--- src/rtl/midi_channel_state_receiver_defines.svh ---
// assertion macros for the midi channel state receiver
// used by the top level; expects clk and rst_n in the including scope
`ifndef MIDI_CHANNEL_STATE_RECEIVER_DEFINES_SVH
`define MIDI_CHANNEL_STATE_RECEIVER_DEFINES_SVH

// same-cycle implication, checked outside reset
`define MCSR_ASSERT_NOW(lbl, ante, cons, msg) \
  lbl: assert property (@(posedge clk) disable iff (!rst_n) (ante) |-> (cons)) \
    else $error(msg);

// next-cycle implication, checked outside reset
`define MCSR_ASSERT_NEXT(lbl, ante, cons, msg) \
  lbl: assert property (@(posedge clk) disable iff (!rst_n) (ante) |=> (cons)) \
    else $error(msg);

`endif

--- src/rtl/mcsr_pkg.sv ---
// shared types and constants for the midi channel state receiver
// no dependencies; imported by the parser, the top level and the testbench
package mcsr_pkg;

  localparam int NRPN_ENTRIES_DEF = 512;
  localparam int CHANNELS_DEF     = 16;

  typedef enum logic [2:0] {
    OP_MIDI_BYTE   = 3'd0,
    OP_READ_PITCH  = 3'd1,
    OP_READ_ACTIVE = 3'd2,
    OP_READ_CC     = 3'd3,
    OP_READ_BEND   = 3'd4,
    OP_READ_NRPN   = 3'd5
  } opcode_t;

  // stream bytes
  localparam logic [7:0] BYTE_REALTIME  = 8'hF8;
  localparam logic [7:0] BYTE_SYSEX     = 8'hF0;
  localparam logic [7:0] NO_STATUS      = 8'h00;
  localparam logic [2:0] ONE_DATA_GROUP = 3'b110;  // program change, channel pressure

  // message kinds (upper status nibble)
  localparam logic [3:0] KIND_NOTE_OFF = 4'h8;
  localparam logic [3:0] KIND_NOTE_ON  = 4'h9;
  localparam logic [3:0] KIND_CC       = 4'hB;
  localparam logic [3:0] KIND_BEND     = 4'hE;

  // controller numbers
  localparam logic [6:0] CC_DATA_ENTRY = 7'd6;
  localparam logic [6:0] CC_NRPN_MSB   = 7'd99;
  localparam logic [6:0] CC_NRPN_LSB   = 7'd98;
  localparam logic [6:0] CC_RPN_MSB    = 7'd101;
  localparam logic [6:0] CC_RPN_LSB    = 7'd100;

  localparam logic [13:0] BEND_CENTRE = 14'd8192;
  localparam logic [6:0]  PITCH_RESET = 7'd60;

  // complete channel message from the parser
  typedef struct packed {
    logic       run;
    logic [3:0] chan;
    logic [3:0] kind;
    logic [6:0] a;
    logic [6:0] b;
  } msg_t;

endpackage

--- src/rtl/mcsr_parser.sv ---
// midi byte stream parser: running status, sysex skip, data byte collection
// depends on mcsr_pkg; emits at most one complete channel message per transfer
module mcsr_parser (
  input  logic              clk,
  input  logic              rst_n,
  input  logic              byte_valid,
  input  logic [7:0]        data_byte,
  output mcsr_pkg::msg_t    msg
);
  import mcsr_pkg::*;

  logic [7:0] status_r, status_nxt;
  logic [6:0] first_r, first_nxt;
  logic       count_r, count_nxt;
  logic       sysex_r, sysex_nxt;

  always_comb begin
    status_nxt = status_r;
    first_nxt  = first_r;
    count_nxt  = count_r;
    sysex_nxt  = sysex_r;
    msg        = '0;
    msg.chan   = status_r[3:0];
    msg.kind   = status_r[7:4];
    if (byte_valid) begin
      priority if (data_byte >= BYTE_REALTIME) begin
        // real-time bytes pass through untouched
      end else if (data_byte == BYTE_SYSEX) begin
        sysex_nxt = 1'b1;
      end else if (data_byte[7]) begin
        sysex_nxt  = 1'b0;
        status_nxt = (data_byte < BYTE_SYSEX) ? data_byte : NO_STATUS;
        count_nxt  = 1'b0;
      end else if (!sysex_r && status_r != NO_STATUS) begin
        if (status_r[7:5] == ONE_DATA_GROUP) begin
          msg.run   = 1'b1;
          msg.a     = data_byte[6:0];
          count_nxt = 1'b0;
        end else if (!count_r) begin
          first_nxt = data_byte[6:0];
          count_nxt = 1'b1;
        end else begin
          msg.run   = 1'b1;
          msg.a     = first_r;
          msg.b     = data_byte[6:0];
          count_nxt = 1'b0;
        end
      end else begin
        // data byte inside sysex or with no status: skipped
      end
    end
  end

  always_ff @(posedge clk) begin
    if (!rst_n) begin
      status_r <= NO_STATUS;
      first_r  <= '0;
      count_r  <= 1'b0;
      sysex_r  <= 1'b0;
    end else begin
      status_r <= status_nxt;
      first_r  <= first_nxt;
      count_r  <= count_nxt;
      sysex_r  <= sysex_nxt;
    end
  end

endmodule

--- config.mk ---
export PLATFORM = sky130hd
export DESIGN_NAME = mcsr_parser
export DESIGN_NICKNAME = d
export VERILOG_FILES = /design/src/rtl/midi_channel_state_receiver_defines.svh /design/src/rtl/mcsr_pkg.sv /design/src/rtl/mcsr_parser.sv
export SDC_FILE = /design/constraint.sdc
export NUM_CORES = 1
export LEC_CHECK = 0
export ABC_AREA = 0
export BUFFER_PORTS_ARGS = -buffer_cell sky130_fd_sc_hd__buf_2
export CORE_MARGIN = 5
export CORE_UTILIZATION = 45
export CTS_BUF_LIST = sky130_fd_sc_hd__clkbuf_4 sky130_fd_sc_hd__clkbuf_8
export CTS_CLUSTER_SIZE = 14
export DETAILED_ROUTE_END_ITERATION = 10
export PLACE_DENSITY_LB_ADDON = 0.12
export SLEW_MARGIN = 10
export SYNTH_ARGS = -nofsm -noshare
export SYNTH_HDL_FRONTEND = slang
export SYNTH_SLANG_ARGS = --single-unit
--- constraint.sdc ---
create_clock -name clk -period 2.65 [get_ports clk]
set_clock_uncertainty 0.2 [all_clocks]
set_input_delay 0 -clock clk [delete_from_list [all_inputs] [get_ports clk]]
set_output_delay 0 -clock clk [all_outputs]
set_load 0.02 [all_outputs]
# Word level (Yosys, flattened, before mapping)
# Index checks and enable logic that the tools add are counted.
[classes]
bitwise_logic = 5
mul = 0
order_cmp = 2
div = 0
mux = 22
shifts = 0
n_eq_ne = 2
reduce_logical = 9
n_addsub = 0
[ops]
columns = ["cell", "count"]
rows = [
  ["14-bit 2-to-1 mux", 6],
  ["7-bit 2-to-1 mux", 2],
  ["1-bit 2-to-1 mux", 13],
  ["8-bit == test (second input constant)", 1],
  ["8-bit greater-or-equal comparator (second input constant)", 1],
  ["8-bit < comparator (second input constant)", 1],
  ["8-bit 2-to-1 mux", 1],
  ["4-bit AND reduction", 2],
  ["8-bit nonzero test", 1],
  ["7-bit AND reduction", 1],
  ["1-bit inverter", 5],
  ["2-bit nonzero test", 2],
  ["3-bit == test (second input constant)", 1],
  ["3-bit AND reduction", 1],
  ["1-bit logical AND", 1],
  ["1-bit zero test", 1],
]
[totals]
latchBits = 0
rom_bits = 0
ramBits = 0
word_cells = 44
register_bits = 17
mem_count = 0

# Depth between registers and ports, before layout
[depth]
word_depth = 7
mapped_depth = 5

# Worst setup path before layout
# Ideal clock, no wire load.
[synth_timing]
kind = "register -> register"
start = "reg status_r[7]"
end = "reg count_r"
stages_incl_launch_ff = 6
n_path_buf = 1
path_slack_ns = 0.692
arrival_ns = 1.633
setup_ns = 0.125
path_cell_list = "dfxtp_1 or4_1 o2111a_1 buf_6 a221oi_1 nor3_1"
[synth_between]
elab_chain_len = 4
elab_cells_between_ends = 8
classes_between = "eq/ne (1); mux (3); reduce/logical (4)"
[synth_rtl]
columns = ["element", "line", "source"]
rows = [
  ["start, declared", "mcsr_parser.sv:12", "logic [7:0] status_r, status_nxt;"],
  ["start signal, assigned", "mcsr_parser.sv:61", "status_r <= status_nxt;"],
  ["8-bit nonzero test / 3-bit == test (equally long branches)", "mcsr_parser.sv:34, mcsr_parser.sv:35", ""],
  ["1-bit logical AND / 1-bit 2-to-1 mux (equally long branches)", "mcsr_parser.sv:34, mcsr_parser.sv:35", ""],
  ["2-bit nonzero test (no line) / 1-bit 2-to-1 mux (equally long branches)", "n/a", ""],
  ["4-bit AND reduction (no line) / 1-bit 2-to-1 mux (equally long branches)", "n/a", ""],
  ["end signal, assigned", "mcsr_parser.sv:63", "count_r <= count_nxt;"],
  ["end, declared", "mcsr_parser.sv:14", "logic count_r, count_nxt;"],
]
# Several ways; a longest one is shown, not always the timed one. The select of a mux whose other input is x is not followed.
# A chain may end at the register's enable or synchronous reset.

==> metrics.md <==
| Metric | Value |
|---|---|
| Status | complete, no violations |
| Async set-or-reset flop fraction in the synthesized netlist | 0% |
| DR iter-0 viols | 33 |
| Fraction of layout cells with a size suffix above 1 | 27.4% |
| RSZ-0062 raised after global routing | no |
| PnR worst setup slack | 0.194 ns |
| Initial antenna violation count | 0 |
| Worst EP required | 2.45 ns |
| HP Class | reg -> reg |
| Syn Nets | 113 |
| Maximum number of pins on one net before global-route repair | 12 |
| Initial Utilization | 48.8% |
| Fin crit period | 2.46 ns |
| Worst Tran Pin Value | 0.875 ns |
| Core outline area | 0.00176 mm2 |
| Final Cycle Share | 92.7% |
| TritonCTS clock tree | done |
| Max-cap violations | 0 |
| GP Congestion | 0.843 |
| Total clock sinks | 17 |
| Slew HR | 41.2% |
| R2R Setup Slk | 0.59 ns |
| Power Dens Cells | 451 mW/mm2 |
| Yosys cell types | 30 |
| PostCTS Resize Cnt | 0 |
| Kind of end point of the critical path | output port |
| CP top delay family | simple AND/OR/NAND/NOR gates |
| Critical path cell sequence | or4_1 -> o2111a_1 -> and3_2 -> and2_1 -> buf_2 |
| First-pass GRT wire length | 4240 um |
| Crit Path Category | reg -> out |
| Max Root-Sink Buffers | 2 |
| Top FF cell, synth | dfxtp_1 |
| Maximum VDD drop | 0.363 mV |
| Worst path slowest cell | or4_1 |
| Warnings, synthesis | 0 |
| Worst skew pair latency | 0.28 ns |
| Utilization after layout | 66.4% |
| Cells after Synth | 102 |
| Final wirelength | 2500 um |
| Critical Path Fanout Max | 11 |
| WL/cell | 14.6 um |
| Setup violators final | 0 |
| Die Footprint | 0.00289 mm2 |
| Placed insts | 157 |
| Seq/Total Area, Yosys | 39.5% |
| Synthesis-to-layout area growth | 36.0% |
| I/O pin total | 34 |
| Hold Startpoint | sysex_r$_SDFFE_PN0P_ |
| Final hold vios | 0 |
| Final worst hold slack | 0.282 ns |
| CP Launch Type | flop |
| Drt via density | 5.58 |
| Most frequent cells in the layout | buf_2, dfxtp_1, a21oi_1 |
| # nets final | 158 |
| Clock Root Buffer | clkbuf_4 |
| Max Slew Vio Count | 0 |
| Pre-CTS setup slack | 0.540 ns |
| CP Buf/Inv Count | 1 |
| Critical Path Start | status_r[7]$_SDFFE_PN0P_ |
| Total iterations of the first detailed-routing run | 5 |
| Syn Area/Cell | 8.44 um2 |
| Clock-pin slew on the worst setup and hold paths | 0.10 ns |
| Max incr delay on CP | 0.59 ns |
| Hold path depth | 1 |
| IO Port Bufs | 33 |
| Die W | 53.7 um |
| Vert. Die Dim | 53.7 um |
| WP data arrival | 2.26 ns |
| Vias in the first global route | 957 |
| GR Overflow Total | 0 |
| Worst R2R Path Depth | 4 |
| Post-DP HPWL | 1760 um |
| Fin cells | 171 |
| DR vias | 954 |
| Synthesized flop and latch total | 17 |
| Crit Reg-Reg Startpoint | status_r[7]$_SDFFE_PN0P_ |
| Htree depth | 1 |
| Peak Freq | 407 MHz |
| Synth Cell Area | 861 um2 |
| EDFF count, synth | 0 |
| GRT Util Overall | 19.8% |
| Diodes inserted | 0 |
| Static Leakage | 0.573 nW |
| # DRC | 0 |
| Cts bufs inserted | 3 |
| Most common cell after layout, fill and taps aside | buf_2 |
| Worst R2R End | first_r[0]$_SDFFE_PN0P_ |
| Routed Antenna Nets | 0 |
| Hold Path End | sysex_r$_SDFFE_PN0P_ |
| Cell row count | 15 |
| Final TNS setup | 0 ns |
worst reg2reg max path, stage by stage, from the launching register on:
cell       delay, ns
dfxtp_1         0.37
or4_1           0.59
o2111ai_1       0.52
o21ai_0         0.15
a21oi_1         0.16
Yosys cell counts, drive strengths merged (2+ instances only):
| library cell | number | area, um2 |
|---|---|---|
| nor2b | 2 | 12.5 |
| inv | 4 | 15.0 |
| or4 | 2 | 15.0 |
| clkbuf | 2 | 7.51 |
| nor3 | 2 | 10.0 |
| nand2 | 2 | 7.51 |
| o21a | 2 | 15.0 |
| a21oi | 12 | 60.1 |
| nand3 | 8 | 40.0 |
| and2 | 7 | 43.8 |
| buf | 2 | 16.3 |
| dfxtp | 17 | 340 |
| o21ai | 8 | 40.0 |
| nor2 | 7 | 26.3 |
| mux2i | 5 | 50.1 |
| a22o | 7 | 61.3 |
kinds of logic (layout without fill, tap and decap cells):
logic type / Yosys count / in the layout / share of synthesized area (%)
buffers and inverters: 9 / 53 / 4.94
multiplexers: 5 / 5 / 5.81
AO/OA/AOI/OAI: 34 / 34 / 25.7
AND/OR/NAND/NOR: 37 / 37 / 24.0
flip-flops: 17 / 17 / 39.5
power breakdown:
| group | internal, W | switching (W) | total (W) |
|---|---|---|---|
| Clock | 0.0000686 | 0.0000796 | 0.000148 |
| Combinational | 0.0000431 | 0.0000574 | 0.000101 |
| Sequential | 0.000269 | 0.0000103 | 0.000279 |
| Total | 0.000381 | 0.000147 | 0.000528 |
timing repair:
action | 4_1_cts | 5_1_grt
hold buffers | 10 | 0
setup buffers | 0 | 0
endpoints found under the hold margin | 16 | 0
endpoints found under the setup margin | 0 | 0
worst max path at each step:
stage / depth (start not counted) / endpoint
floorplan: 5 / count_r$_SDFFE_PN0P_
global placement: 5 / msg[6]
detailed placement: 5 / msg[6]
CTS: 5 / msg[5]
global route: 5 / msg[6]
finish: 5 / msg[5]
cell type report:
type	count	area, um2
timing repair buffer	44	273
sequential	17	340
inverter	5	18.8
tap	25	31.3
clock buffer	4	30.0
fill	165	593
multi-input combinational	76	478
per-layer routing:
metal  up-vias  share of wire [%]  global-route usage, %
met1       449                 45                   25.3
met4         0                1.7                   8.51
met2        38                 47                   32.3
met3         4                5.7                   3.60
li1        463                  -                      -
met5         -                  0                      0
stage by stage:
stage / power [W] / area [um2]
finish: 0.000528 / 1170
global route: 0.000558 / 1170
global placement: 0.000371 / 1040
floorplan: 0.000341 / 861
CTS: 0.000531 / 1170
detailed placement: 0.000372 / 1040
registers in the layout (all words and copies together) (netlist names):
name,count
status_r,8
first_r,7
count_r,1
sysex_r,1
Power figures use the tool's default switching activity.
